## config.mk

```make
export PLATFORM = sky130hd
export DESIGN_NAME = pjwh_queue
export DESIGN_NICKNAME = d
export VERILOG_FILES = /design/src/pjwh_pkg.sv /design/src/pjwh_queue.sv
export SDC_FILE = /design/constraint.sdc
export NUM_CORES = 1
export LEC_CHECK = 0
export ABC_AREA = 1
export ABC_CLOCK_PERIOD_IN_PS = 13900
export BUFFER_PORTS_ARGS = -buffer_cell sky130_fd_sc_hd__buf_2
export CAP_MARGIN = 20
export CORE_ASPECT_RATIO = 1.25
export CORE_MARGIN = 1.5
export CORE_UTILIZATION = 35
export CTS_CLUSTER_SIZE = 10
export DETAILED_ROUTE_END_ITERATION = 8
export SLEW_MARGIN = 20
export SYNTH_ARGS = -nofsm -noshare
export SYNTH_HDL_FRONTEND = slang
export SYNTH_SLANG_ARGS = --single-unit
```

## constraint.sdc

```tcl
create_clock -name clk -period 13.9 [get_ports clk]
set_clock_uncertainty 0.2 [all_clocks]
set_input_delay 0 -clock clk [delete_from_list [all_inputs] [get_ports clk]]
set_output_delay 0 -clock clk [all_outputs]
set_load 0.01 [all_outputs]
```

## src/pjwh_pkg.sv

```systemverilog
// Package for the PJW hash linear probe table: sizes, status codes and types.
// Used by every module of the block but pjwh_ram.
`timescale 1ns / 1ps
package pjwh_pkg;
	localparam int TableDepth = 64;
	localparam int MaxKeyBytes = 16;
	localparam int ValueBits = 32;
	localparam int SlotW = $clog2(TableDepth);
	localparam int KeyIdxW = $clog2(MaxKeyBytes);
	localparam int KeyCntW = $clog2(MaxKeyBytes + 1);
	localparam int KeyMemDepth = TableDepth * MaxKeyBytes;
	localparam int KeyMemW = SlotW + KeyIdxW;
	localparam int LenW = 7;

	typedef enum logic [2:0] {
		ST_INSERTED = 3'd0,
		ST_FOUND = 3'd1,
		ST_FULL = 3'd2,
		ST_NOT_FOUND = 3'd3,
		ST_TOO_LONG = 3'd4
	} status_t;

	localparam logic CMD_INSERT = 1'b0;
	localparam logic CMD_SEARCH = 1'b1;

	// One key operation handed from the front to the back
	typedef struct packed {
		logic cmd;
		logic overlong;
		logic [31:0] hash;
		logic [KeyCntW-1:0] count;
		logic [ValueBits-1:0] value;
		logic [MaxKeyBytes*8-1:0] key;
	} op_t;

	// PJW fold of one byte into the running hash
	function automatic logic [31:0] pjw_fold(input logic [31:0] h, input logic [7:0] b);
		logic [31:0] t;
		logic [31:0] top;
		t = {h[27:0], 4'd0} + {24'd0, b};
		top = t & 32'hF000_0000;
		pjw_fold = (t ^ (top >> 24)) & ~top;
	endfunction
endpackage

```

## src/pjwh_queue.sv

```systemverilog
// Two-entry op queue between front and back.
// Depends on pjwh_pkg.
`timescale 1ns / 1ps
module pjwh_queue (
	input  logic clk,
	input  logic arst_n,
	input  logic wr_valid,
	output logic wr_stall,
	input  pjwh_pkg::op_t wr_op,
	output logic rd_valid,
	input  logic rd_take,
	output pjwh_pkg::op_t rd_op
);
	import pjwh_pkg::*;

	op_t ent_q [2];
	logic rp_q;
	logic wp_q;
	logic [1:0] cnt_q;
	logic push;

	assign wr_stall = cnt_q == 2'd2;
	assign push = wr_valid && !wr_stall;
	assign rd_valid = cnt_q != 2'd0;
	assign rd_op = ent_q[rp_q];

	always_ff @(posedge clk or negedge arst_n) begin
		if (!arst_n) begin
			rp_q <= 1'b0;
			wp_q <= 1'b0;
			cnt_q <= '0;
		end else begin
			if (push) wp_q <= ~wp_q;
			if (rd_take) rp_q <= ~rp_q;
			cnt_q <= cnt_q + {1'b0, push} - {1'b0, rd_take};
		end
	end

	always_ff @(posedge clk) begin
		if (push) begin
			ent_q[wp_q] <= wr_op;
		end
	end
endmodule

```

== Word-level counts from Yosys, hierarchy flattened ==
Memories as Yosys holds them, arrays and structs flattened.
Cells that the tools add are included.

* Register bits: 4
* Memory bits (writable): 398
* Output and inout bits: 201
* Word-level logic and storage cells: 14
* Memories kept: 1

* Add/subtract/negate cells: 2
* Equal/unequal tests: 1
* Multiplexer cells: 2
* Bitwise logic cells: 2
* Reduce and logical (&&, ||, !) cells: 3

{| class="wikitable"
|+ Memories
! memory !! depth !! bits a word !! rd ports !! clocked after memory_dff !! wr ports !! RTL line !! RTL
|-
| ent_q || 2 || 199 || 1 || 0 || 1 || pjwh_queue.sv:16 || <nowiki>op_t ent_q [2];</nowiki>
|}

{| class="wikitable"
|+ Operator list
! kind !! number
|-
| $add A2 B1 Y2 || 1
|-
| $eq A2 B2 Y1 const B || 1
|-
| $mux W1 || 2
|-
| $not A1 Y1 || 2
|-
| $reduce_bool A2 Y1 || 1
|-
| $sub A2 B1 Y2 || 1
|-
| $logic_and A1 B1 Y1 || 1
|-
| $logic_not A1 Y1 || 1
|}

== Depth between registers and ports, before layout ==
* Depth after elaboration: 5
* Mapped depth: 9

== Worst setup path after synthesis ==
OpenSTA, ideal clock, no wires.

* Path type: reg2reg
* Start: register cnt_q[1]
* End: memory ent_q[1][0] in the netlist's numbering, enable pin
* Setup time: 0.761 ns
* Arrival time: 8.808 ns
* Required time: 12.939 ns
* Setup slack: 4.131 ns
* Stages on the path, launching flop included: 4
* Buffers on the path: 0
* Clock period less this slack: 9.769 ns
* Path through: dfrtp_1 nand2_1 nand2_1 nor2_1

* Word-level cells in the longest chain between the ends: 5

{| class="wikitable"
|+ Ends and longest elaborated chain
! item !! RTL line !! RTL
|-
| start, declared || pjwh_queue.sv:19 || <nowiki>logic [1:0] cnt_q;</nowiki>
|-
| start signal, assigned || pjwh_queue.sv:35 || <nowiki>cnt_q <= cnt_q + {1'b0, push} - {1'b0, rd_take};</nowiki>
|-
| $eq A2 B2 Y1 || pjwh_queue.sv:22 || <nowiki>assign wr_stall = cnt_q == 2'd2;</nowiki>
|-
| $logic_not A1 Y1 || pjwh_queue.sv:23 || <nowiki>assign push = wr_valid && !wr_stall;</nowiki>
|-
| $logic_and A1 B1 Y1 || pjwh_queue.sv:23 ||
|-
| $mux W1 || pjwh_queue.sv:40 || <nowiki>if (push) begin</nowiki>
|-
| $mux W1 (implied by the code) || pjwh_queue.sv:41 || <nowiki>ent_q[wp_q] <= wr_op;</nowiki>
|-
| end, declared || pjwh_queue.sv:16 ||
|}

No other way between the ends.

==> reports/metrics.cfg <==
[outcome]
outcome = finished, final reports clean

[worst_setup_path]
rr_startpoint = cnt_q[0]
end_kind = output pin
rr_worst_depth = 6
cp_data_required_time_ps = 13700
cpPeakStageDelay_ps = 970
crit_type = flop to output pin
r2r-end = ent_q[1][113]
cp_slowest_cell = dfrtp_4
r2r_slack_ps = 10930
crit_chain = buf_4 -> o21ai_0 -> buf_2
crit_path_start_kind = flop
crit_fanout = 120
worstPathArrival_ps = 3010

[sta]
setup_viol = 0
final_max_slew_viol_count = 0
hold_viol = 0
max_freq_mhz = 311
period_share_pct = 23.1
timing.final.crit_period_ps = 3210
worst_pin_slew_ps = 1090
hold_slack_ps = 16.4
relSlewSlack_pct = 27.1
rsz0062_at_grt = false
tns_ps = 0

[yosys]
synth_top_area_share_pct = 80.3
ys_warn_count = 0
synthCells = 1067
ys_seq_elements = 402
ys_seq_area_share_pct = 80.9
synth_nets = 1272
synth.distinct_cells = 13
synth_area_leaders = edfxtp_1 (80%), o21ai_0 (5.7%), nand2_1 (5.3%)
synth_top_cell_by_area = edfxtp_1
syn_area_um2 = 14900
avgSynthCellArea_um2 = 14.0

[layout]
final_util_pct = 53.8
final_cell_mix = buf_2 (403), edfxtp_1 (398), dlygate4sd3_1 (393)
antenna_cells = 0
final_common_cell = buf_2
nets = 2079
area_delta_synth_final_pct = 51.9
final_layout_size_suffix_gt1_share_pct = 24.5
n_fill_cell = 3460

[cts]
clk_latency_ps = 540
cts_tree = built
cts_buffer_depth = 3
htreeDepth = 2
clock-sinks = 402
clkTransAtPathRegs_ps = 60
cts_buffers = 46
cts_resized = 0
cts_root_buf = clkbuf_16

[global_routing]
grt_pass1_wl_um = 54900
grtUsageTotal_pct = 15.9
antenna_found_initial = 3
grt_pass1_vias = 10700
grt_remaining_overflow = 0
grt_max_degree = 131

[hold_path]
hold-path-cell-count = 2
min_to = ent_q[1][132]
min_from = wr_op[132]
hold_class = input pin to flop

[power]
clkPwrFrac_pct = 25.8
cellPowerDensity_nw_per_um2 = 176
p_leak_nw = 9.51
ir_drop_uv = 124
swShare_pct = 32.8
comb_power_share_pct = 30.2
switchingPower_w = 0.00131
seq_power_share_pct = 43.9
power.internal_w = 0.00268

[placed_design]
dpl.hpwl_um = 20700
gp_congestion = 0.736
numPortBuffers = 403

[drt]
post-route-drc-count = 0
first_pass_iters = 5
drt_iter0_drc = 428
ant_nets = 0
wirelength_um = 36000
post_drt_wl_per_cell_um = 14.7
avgViaCountPerCell = 4.36
vias = 10700

[job]
maxCapViolCount = 0

[die]
die_h_um = 234
dieArea_um2 = 43800
initial_core_util_pct = 35.4
core_um2 = 42000
die_w_um = 187
ios = 404
rows = 84

[what timing repair did]
action | 4_1_cts | 5_1_grt
hold buffers | 392 | 1
setup buffers | 0 | 0
endpoints found under the hold margin | 406 | 2
[critical path: cells and delay by family, from the launching register on]
kind | cells | cell delay, ps
compound gates | 1 | 280
buf+inv | 2 | 1100
flops | 1 | 970
[metrics by stage]
step,instance area (um^2),power [W],setup WS (ps),instances
final,22600,0.00399,10690,2445
after global routing,22600,0.00422,10360,2445
after CTS,22600,0.00403,10580,2444
after detailed placement,17400,0.00290,10860,1992
after global placement,17400,0.00288,10860,1992
after floorplan,14900,0.00247,4130,1067
[cells by family (layout without fill, tap and decap cells)]
| group | Yosys count | after routing | synth area share, % |
|---|---|---|---|
| compound gates | 199 | 199 | 6.69 |
| xor+xnor | 1 | 1 | 0.0588 |
| fa+ha+maj | 2 | 2 | 0.168 |
| buf+inv | 251 | 1070 | 6.77 |
| flops | 402 | 402 | 80.9 |
| simple gates | 212 | 212 | 5.36 |
[power by group through the flow]
stage,Sequential (W),Combinational [W],Clock [W]
2_1_floorplan,0.00180,0.000672,0
3_3_place_gp,0.00177,0.00112,0
4_1_cts,0.00175,0.00122,0.00106
6_report,0.00175,0.00121,0.00103
3_5_place_dp,0.00178,0.00112,0
5_1_grt,0.00178,0.00134,0.00110
[Yosys cell counts (all sizes together)]
master and instances:
edfxtp 398, nand2 209, inv 207, o21ai 199, buf 25, clkbuf 19
dfrtp 4, ha 2, nand3 2, nor2 1, xor2 1
[worst max-delay path by stage]
stage | startpoint | end | slack [ps] | cells past startpoint
3_3_place_gp | wp_q | ent_q[0][50] | 10860 | 4
3_5_place_dp | cnt_q[0] | ent_q[0][187] | 10860 | 5
4_1_cts | rp_q | rd_op[112] | 10580 | 3
6_report | rp_q | rd_op[161] | 10690 | 3
5_1_grt | rp_q | rd_op[128] | 10360 | 3
2_1_floorplan | cnt_q[1] | ent_q[1][0] | 4130 | 3
[final cells by class]
class / count / area, um^2 / share of cell area (%)
Sequential cell: 402 / 12100 / 53.3
Timing Repair Buffer: 803 / 6000 / 26.6
Multi-Input combinational cell: 414 / 1840 / 8.12
Clock buffer: 55 / 1180 / 5.24
Inverter: 207 / 785 / 3.47
Tap cell: 559 / 699 / 3.09
Clock inverter: 5 / 45.0 / 0.199
[state kept, by name, indices dropped and copies added, names as in the netlist]
| register | flops |
|---|---|
| wp_q | 1 |
| rp_q | 1 |
| ent_q | 398 |
| cnt_q | 2 |
[layer usage]
metal	GRT usage, %	routed length (um)	up-vias
met5	0	32	-
met4	5.78	1050	6
met3	4.39	2740	75
met2	29.5	19000	350
met1	17.4	13200	5031
li1	-	-	5208
Note: power is estimated with default switching activity, not from simulation.
