`src/pjwh_pkg.sv`:
```
// Package for the PJW hash linear probe table: sizes, status codes and types.
// Used by every module of the block but pjwh_ram.
`timescale 1ns / 1ps
package pjwh_pkg;
	localparam int TableDepth = 64;
	localparam int MaxKeyBytes = 16;
	localparam int ValueBits = 32;
	localparam int SlotW = $clog2(TableDepth);
	localparam int KeyIdxW = $clog2(MaxKeyBytes);
	localparam int KeyCntW = $clog2(MaxKeyBytes + 1);
	localparam int KeyMemDepth = TableDepth * MaxKeyBytes;
	localparam int KeyMemW = SlotW + KeyIdxW;
	localparam int LenW = 7;

	typedef enum logic [2:0] {
		ST_INSERTED = 3'd0,
		ST_FOUND = 3'd1,
		ST_FULL = 3'd2,
		ST_NOT_FOUND = 3'd3,
		ST_TOO_LONG = 3'd4
	} status_t;

	localparam logic CMD_INSERT = 1'b0;
	localparam logic CMD_SEARCH = 1'b1;

	// One key operation handed from the front to the back
	typedef struct packed {
		logic cmd;
		logic overlong;
		logic [31:0] hash;
		logic [KeyCntW-1:0] count;
		logic [ValueBits-1:0] value;
		logic [MaxKeyBytes*8-1:0] key;
	} op_t;

	// PJW fold of one byte into the running hash
	function automatic logic [31:0] pjw_fold(input logic [31:0] h, input logic [7:0] b);
		logic [31:0] t;
		logic [31:0] top;
		t = {h[27:0], 4'd0} + {24'd0, b};
		top = t & 32'hF000_0000;
		pjw_fold = (t ^ (top >> 24)) & ~top;
	endfunction
endpackage

```
`src/pjwh_front.sv`:
```
// Front end: collects key bytes, folds the PJW hash, issues one op per key.
// Depends on pjwh_pkg.
`timescale 1ns / 1ps
module pjwh_front (
	input  logic clk,
	input  logic arst_n,
	input  logic in_valid,
	output logic in_stall,
	input  logic command,
	input  logic [7:0] key_byte,
	input  logic key_last,
	input  logic [pjwh_pkg::ValueBits-1:0] entry_value,
	output logic op_valid,
	input  logic op_stall,
	output pjwh_pkg::op_t op
);
	import pjwh_pkg::*;

	logic [31:0] hash_q;
	logic [KeyCntW-1:0] count_q;
	logic overlong_q;
	logic [MaxKeyBytes*8-1:0] key_q;
	logic [31:0] hash_d;
	logic [KeyCntW-1:0] count_d;
	logic overlong_d;
	logic [MaxKeyBytes*8-1:0] key_d;
	logic take;

	// a last beat waits while the op queue is full
	assign in_stall = key_last && op_stall;
	assign take = in_valid && !in_stall;

	always_comb begin
		hash_d = hash_q;
		count_d = count_q;
		overlong_d = overlong_q;
		key_d = key_q;
		if (key_byte != 8'd0) begin
			if (count_q >= KeyCntW'(MaxKeyBytes)) begin
				overlong_d = 1'b1;
			end else begin
				key_d[count_q[KeyIdxW-1:0]*8 +: 8] = key_byte;
				count_d = count_q + KeyCntW'(1);
				hash_d = pjw_fold(hash_q, key_byte);
			end
		end
	end

	assign op_valid = in_valid && key_last;
	assign op.cmd = command;
	assign op.overlong = overlong_d;
	assign op.hash = hash_d;
	assign op.count = count_d;
	assign op.value = entry_value;
	assign op.key = key_d;

	// key state; cleared after the last beat
	always_ff @(posedge clk or negedge arst_n) begin
		if (!arst_n) begin
			hash_q <= '0;
			count_q <= '0;
			overlong_q <= 1'b0;
		end else if (take) begin
			if (key_last) begin
				hash_q <= '0;
				count_q <= '0;
				overlong_q <= 1'b0;
			end else begin
				hash_q <= hash_d;
				count_q <= count_d;
				overlong_q <= overlong_d;
			end
		end
	end

	always_ff @(posedge clk) begin
		if (take) begin
			key_q <= key_d;
		end
	end
endmodule

```
`config.mk`:
```
export PLATFORM = sky130hd
export DESIGN_NAME = pjwh_front
export DESIGN_NICKNAME = d
export VERILOG_FILES = /design/src/pjwh_pkg.sv /design/src/pjwh_front.sv
export SDC_FILE = /design/constraint.sdc
export NUM_CORES = 1
export LEC_CHECK = 0
export ABC_AREA = 1
export BUFFER_PORTS_ARGS = -buffer_cell sky130_fd_sc_hd__buf_4
export CORE_ASPECT_RATIO = 1.75
export CORE_MARGIN = 2
export CORE_UTILIZATION = 30
export DETAILED_ROUTE_END_ITERATION = 7
export GPL_TIMING_DRIVEN = 0
export HOLD_SLACK_MARGIN = 0.02
export REMOVE_ABC_BUFFERS = 1
export SETUP_SLACK_MARGIN = 0.1
export SYNTH_ARGS = -nofsm -noshare
export SYNTH_HDL_FRONTEND = slang
export SYNTH_SLANG_ARGS = --single-unit
```
`constraint.sdc`:
```
create_clock -name clk -period 2.44 [get_ports clk]
set_clock_uncertainty 0.2 [all_clocks]
set_input_delay 0.122 -clock clk [delete_from_list [all_inputs] [get_ports clk]]
set_output_delay 0.122 -clock clk [all_outputs]
set_load 0.02 [all_outputs]
```
==> Yosys cells after proc, flatten, opt, wreduce, memory -nomap -nowiden <==
Cells that the tools add are included.
{ "word_totals": {"regBits": 166, "inputBits": 46, "out_inout_bits": 201, "elab_cells": 30} }
{ "classes": {"add_sub_neg": 3, "order_cmp": 1, "n_shift": 2, "muxes": 12, "n_bitwise": 3, "n_reduce_logical": 5} }
{ "op_table": {"columns": ["op", "count"], "rows": [
  ["2-to-1 mux 128 bit", 2],
  ["bitwise mux 128 bit", 1],
  ["variable shift 8 x 34 -> 128 bit, first input constant", 1],
  ["variable part select 8 x 34 -> 128 bit", 1],
  ["2-to-1 mux 32 bit", 3],
  ["negation 7 -> 34 bit", 1],
  ["adder 32 x 8 -> 32 bit", 1],
  ["bitwise AND 32 bit", 1],
  ["inverter 32 bit", 1],
  ["bitwise XOR 32 x 8 -> 32 bit", 1],
  ["2-to-1 mux 5 bit", 3],
  ["nonzero test 8 bit", 1],
  ["adder 5 x 1 -> 5 bit, second input constant", 1],
  ["greater-or-equal comparator 5 bit, second input constant", 1],
  ["logical AND 1 bit", 3],
  ["2-to-1 mux 1 bit", 3],
  ["zero test 1 bit", 1]
]} }

==> Longest topological paths before layout <==
{ "depth": {"word_depth": 6, "mapped_depth": 15, "depth_no_buf": 15} }

==> Least setup slack after synthesis <==
No wires, ideal clock.
{ "synth_timing": {"kind": "input to register", "from": "in op_stall", "to": "reg hash_q[10]", "setup_time_ns": 0.334, "t_arrival_ns": 4.271, "t_required_ns": 1.906, "path_slack_ns": -2.364, "stages": 5, "path_buffers": 1, "path_cell_list": "nand2_1 > nand2_1 > inv_1 > clkbuf_1 > o21ai_0"} }
{ "synth_via": {"elab_chain_len": 3} }
{ "synth_rtl": {"columns": ["element", "line", "source"], "rows": [
  ["from (decl)", "pjwh_front.sv:14", "input logic op_stall,"],
  ["logical AND 1 bit", "pjwh_front.sv:30", "assign in_stall = key_last && op_stall;"],
  ["zero test 1 bit", "pjwh_front.sv:31", "assign take = in_valid && !in_stall;"],
  ["logical AND 1 bit", "pjwh_front.sv:31", null],
  ["via take", "pjwh_front.sv:27", "logic take;"],
  ["to (signal assigned)", "pjwh_front.sv:69", "hash_q <= hash_d;"],
  ["to (decl)", "pjwh_front.sv:19", "logic [31:0] hash_q;"]
]} }
The timed path passes the listed nets, and every way through them passes these cells.
A chain may end at the register's enable or synchronous reset.

==> results.txt <==
Core outline area -> 0.03074 mm2
Die width -> 137.4 um
Crit start category -> flop
Synth top area share -> 41.14%
Max Cap Violations -> 0
Reg2Reg Depth -> 15
Compound-cell area share of the yosys netlist -> 6.601%
Commonest cells post-synth -> 410 x nand2_1, 128 x edfxtp_1, 127 x nand3_1, 78 x inv_1, 78 x nor2_1
Tmin final -> 2.815 ns
Post-synthesis adder-cell area fraction -> 1.152%
Worst path depth -> 14
ANT cells -> 0
Synth Flop Type -> edfxtp_1
Met3 GRT Util -> 5.332%
P_leak -> 0.006667 uW
CP most frequent cell -> nand3_4
Skew-Pair Late Insertion Delay -> 0.45 ns
Post-Synth Simple-Gate Area -> 31.37%
Synth Instances -> 1130
Final Wtd Congestion -> 0.9280
Total Routing Usage GR -> 21.93%
Starting DRT DRC Count -> 507
Vias -> 9349
Largest net degree at the start of global routing -> 72
Avg Cell Area, Syn -> 8.269 um2
Final period utilization -> 115.4%
Unrepaired setup endpoints after global routing -> yes
Total Wirelength -> 37.48 mm
Hold Path Depth -> 5
Final Hold Vio Count -> 0
Share of cells above drive strength 1 -> 56.47%
Placed Cells -> 1632
CTS tree -> yes
Overflow after GRT -> 0
H-tree depth -> 4
Hold Crit Class -> input port to flop
CP bufs+invs -> 5
Nets@finish -> 1486
Status -> finished with violations
# DRC -> 0
Most numerous cell in the Yosys netlist -> nand2_1
Slowest CP cell -> dfrtp_4
Final worst slack -> -0.3751 ns
Setup violations, final -> 155
Sequential Area -> 0.004811 mm2
Cell area after synthesis -> 0.009344 mm2
Multiplexer share of the synthesized area -> 0%
Final cell count without fillers -> 1836
Peak Freq -> 355.2 MHz
Met1 usage -> 23.78%
Failing checks -> negative setup slack
Most used routing layer -> met2
Async S/R FF share, synth -> 22.89%
Multi-input gate area -> 0.006037 mm2
Worst Path Required -> 2.12 ns
Max-slew violation count -> 0
Max FO, Critical Path -> 8
Avg WL per Cell -> 20.42 um
Die area -> 0.03263 mm2
Drt pass-1 iters -> 5
Root Driver -> clkbuf_16
Final instance area -> 0.01591 mm2
Worst slack at placement -> -2.746 ns
Combinational family with the most area after synthesis -> simple AND/OR/NAND/NOR gates
Final ANT Viol Nets -> 0
Max_slew headroom -> 37.35%
Detail Placement HPWL -> 23.81 mm
Routing usage on met2 -> 39.32%
Pwr/cell area -> 672.2 mW/mm2
Io pins -> 247
Port-buffer cells -> 180
Post-synthesis register bit count -> 166
Worst setup EP type -> primary output
Final TNS setup -> -40.89 ns
EDFF count, synth -> 128
CTS Buffer Depth -> 2
YS warnings -> 0
Count of unique library cells instantiated by Yosys -> 38
Vias in the first global route -> 9007
First-pass GRT wire length -> 53.08 mm
Peak supply drop -> 0.0005775 V
Fill cell count -> 2678
Critical path cell sequence -> inv_8 > nand3_4 > inv_4 > ha_4 > inv_4 > nand3_4 > nor2_4 > buf_12 > nand3_4 > nor2_4 > nand2_4 > nand2_1 > nand2_2 > buf_6
Cell taking the most area after synthesis -> edfxtp_1
TritonCTS Buffers -> 17
Sequential share of the synthesized area -> 51.31%
Vias per cell -> 5.092
Critical path arrival -> 2.49 ns
DIE HEIGHT -> 237.5 um
Layout area overhead -> 70.27%
Total power -> 10700 uW
Initial Utilization -> 30.40%
Row cnt -> 85
Crit Path Category -> flop to primary output
Clock tree sinks -> 166
Clk slew on worst S/H paths -> 0.07 ns
Synth Area in XOR/XNOR -> 1.406%
Synth area leaders -> edfxtp_1 41%, nand2_1 16%, dfrtp_1 10%
Initial antenna violation count -> 0
Max stage delay on crit path -> 0.45 ns
Worst-Margin Slew -> 0.9387 ns
DP Area -> 0.01087 mm2
Top delay family on crit path -> simple AND/OR/NAND/NOR gates
worst reg2reg max path, stage by stage, from the launching register on:
cell and delay (ns):
dfrtp_4 0.45, inv_8 0.05, nand3_4 0.08, inv_4 0.04, ha_4 0.15, inv_4 0.05
nand3_4 0.10, nor2_4 0.16, buf_12 0.13, nand3_4 0.10, nor2_4 0.25, nand2_4 0.16
nand2_2 0.10, nand2_2 0.08, buf_4 0.13, buf_4 0.12
final timing paths:
| kind | start | endpoint | slack (ns) |
|---|---|---|---|
| hold / removal | key_byte[0] | hash_q[0] | 0.03 |
| hold reg to reg | hash_q[29] | hash_q[29] | 0.29 |
| min in group asynchronous | arst_n | hash_q[5] | 0.49 |
| setup reg to reg | count_q[0] | key_q[111] | -0.14 |
| max in group asynchronous | arst_n | hash_q[6] | 1.31 |
| setup / recovery | count_q[0] | op[104] | -0.38 |
registers in the layout, indices dropped and copies added (netlist names):
| name | count |
|---|---|
| overlong_q | 1 |
| count_q | 5 |
| hash_q | 32 |
| key_q | 128 |
where the power goes:
| group | internal [uW] | switching (uW) |
|---|---|---|
| logic | 1850 | 2580 |
| registers | 3320 | 180 |
| clock network | 1510 | 1250 |
| total | 6690 | 4010 |
metal layers:
layer | part of all wire (%) | routed length [um]
met5 | 0 | 0
met4 | 5.1 | 1929
met3 | 6.0 | 2240
met2 | 54 | 20100
met1 | 35 | 13210
cells by family after synthesis:
kind of cell,after synthesis
and+or+nand+nor,673
DFF,166
buffers and inverters,159
AOI/OAI and AO/OA,109
xor gates and xnor gates,15
adders and majority gates,8
cells in the final DEF, fill, tap and decap left out, types with 10 or more instances in the layout:
cell,instances
o21ai_2,27
nand3_4,20
o21ai_0,16
o21ai_4,30
buf_4,120
inv_2,10
nand3_1,77
nand2_4,59
nand2_2,162
dlygate4sd3_1,14
dfrtp_2,10
dfrtp_1,27
nand2_1,192
clkbuf_16,18
buf_6,189
buf_12,14
nand3_2,33
nand4_1,11
inv_1,63
nor2_4,24
nor2_2,16
nor2_1,49
edfxtp_1,128
metrics by stage:
stage	util [%]	hold slack, ns
3_5_place_dp	35.38	-0.05160
6_report	51.76	0.03106
5_1_grt	51.76	0.04414
3_3_place_gp	34.95	-0.05006
2_1_floorplan	-	-0.3736
4_1_cts	46.94	0.02820
timing repair:
action,CTS,global route
hold buffers,15,0
hold endpoints to repair,66,0
resized for setup,572,259
setup buffers,99,56
cloned,11,3
endpoints found under the setup margin,371,326
pin swaps,114,112
area by class of cell:
| class | instances | share of cell area, % |
|---|---|---|
| Multi-Input combinational cell | 816 | 37.94 |
| Tap cell | 391 | 3.075 |
| Sequential cell | 166 | 30.24 |
| Clock buffer | 18 | 2.697 |
| Timing Repair Buffer | 345 | 22.66 |
| Inverter | 85 | 2.422 |
| Timing Repair inverter | 1 | 0.03146 |
| Clock inverter | 14 | 0.9358 |
No activity file was read; power rests on OpenSTA's default activity.
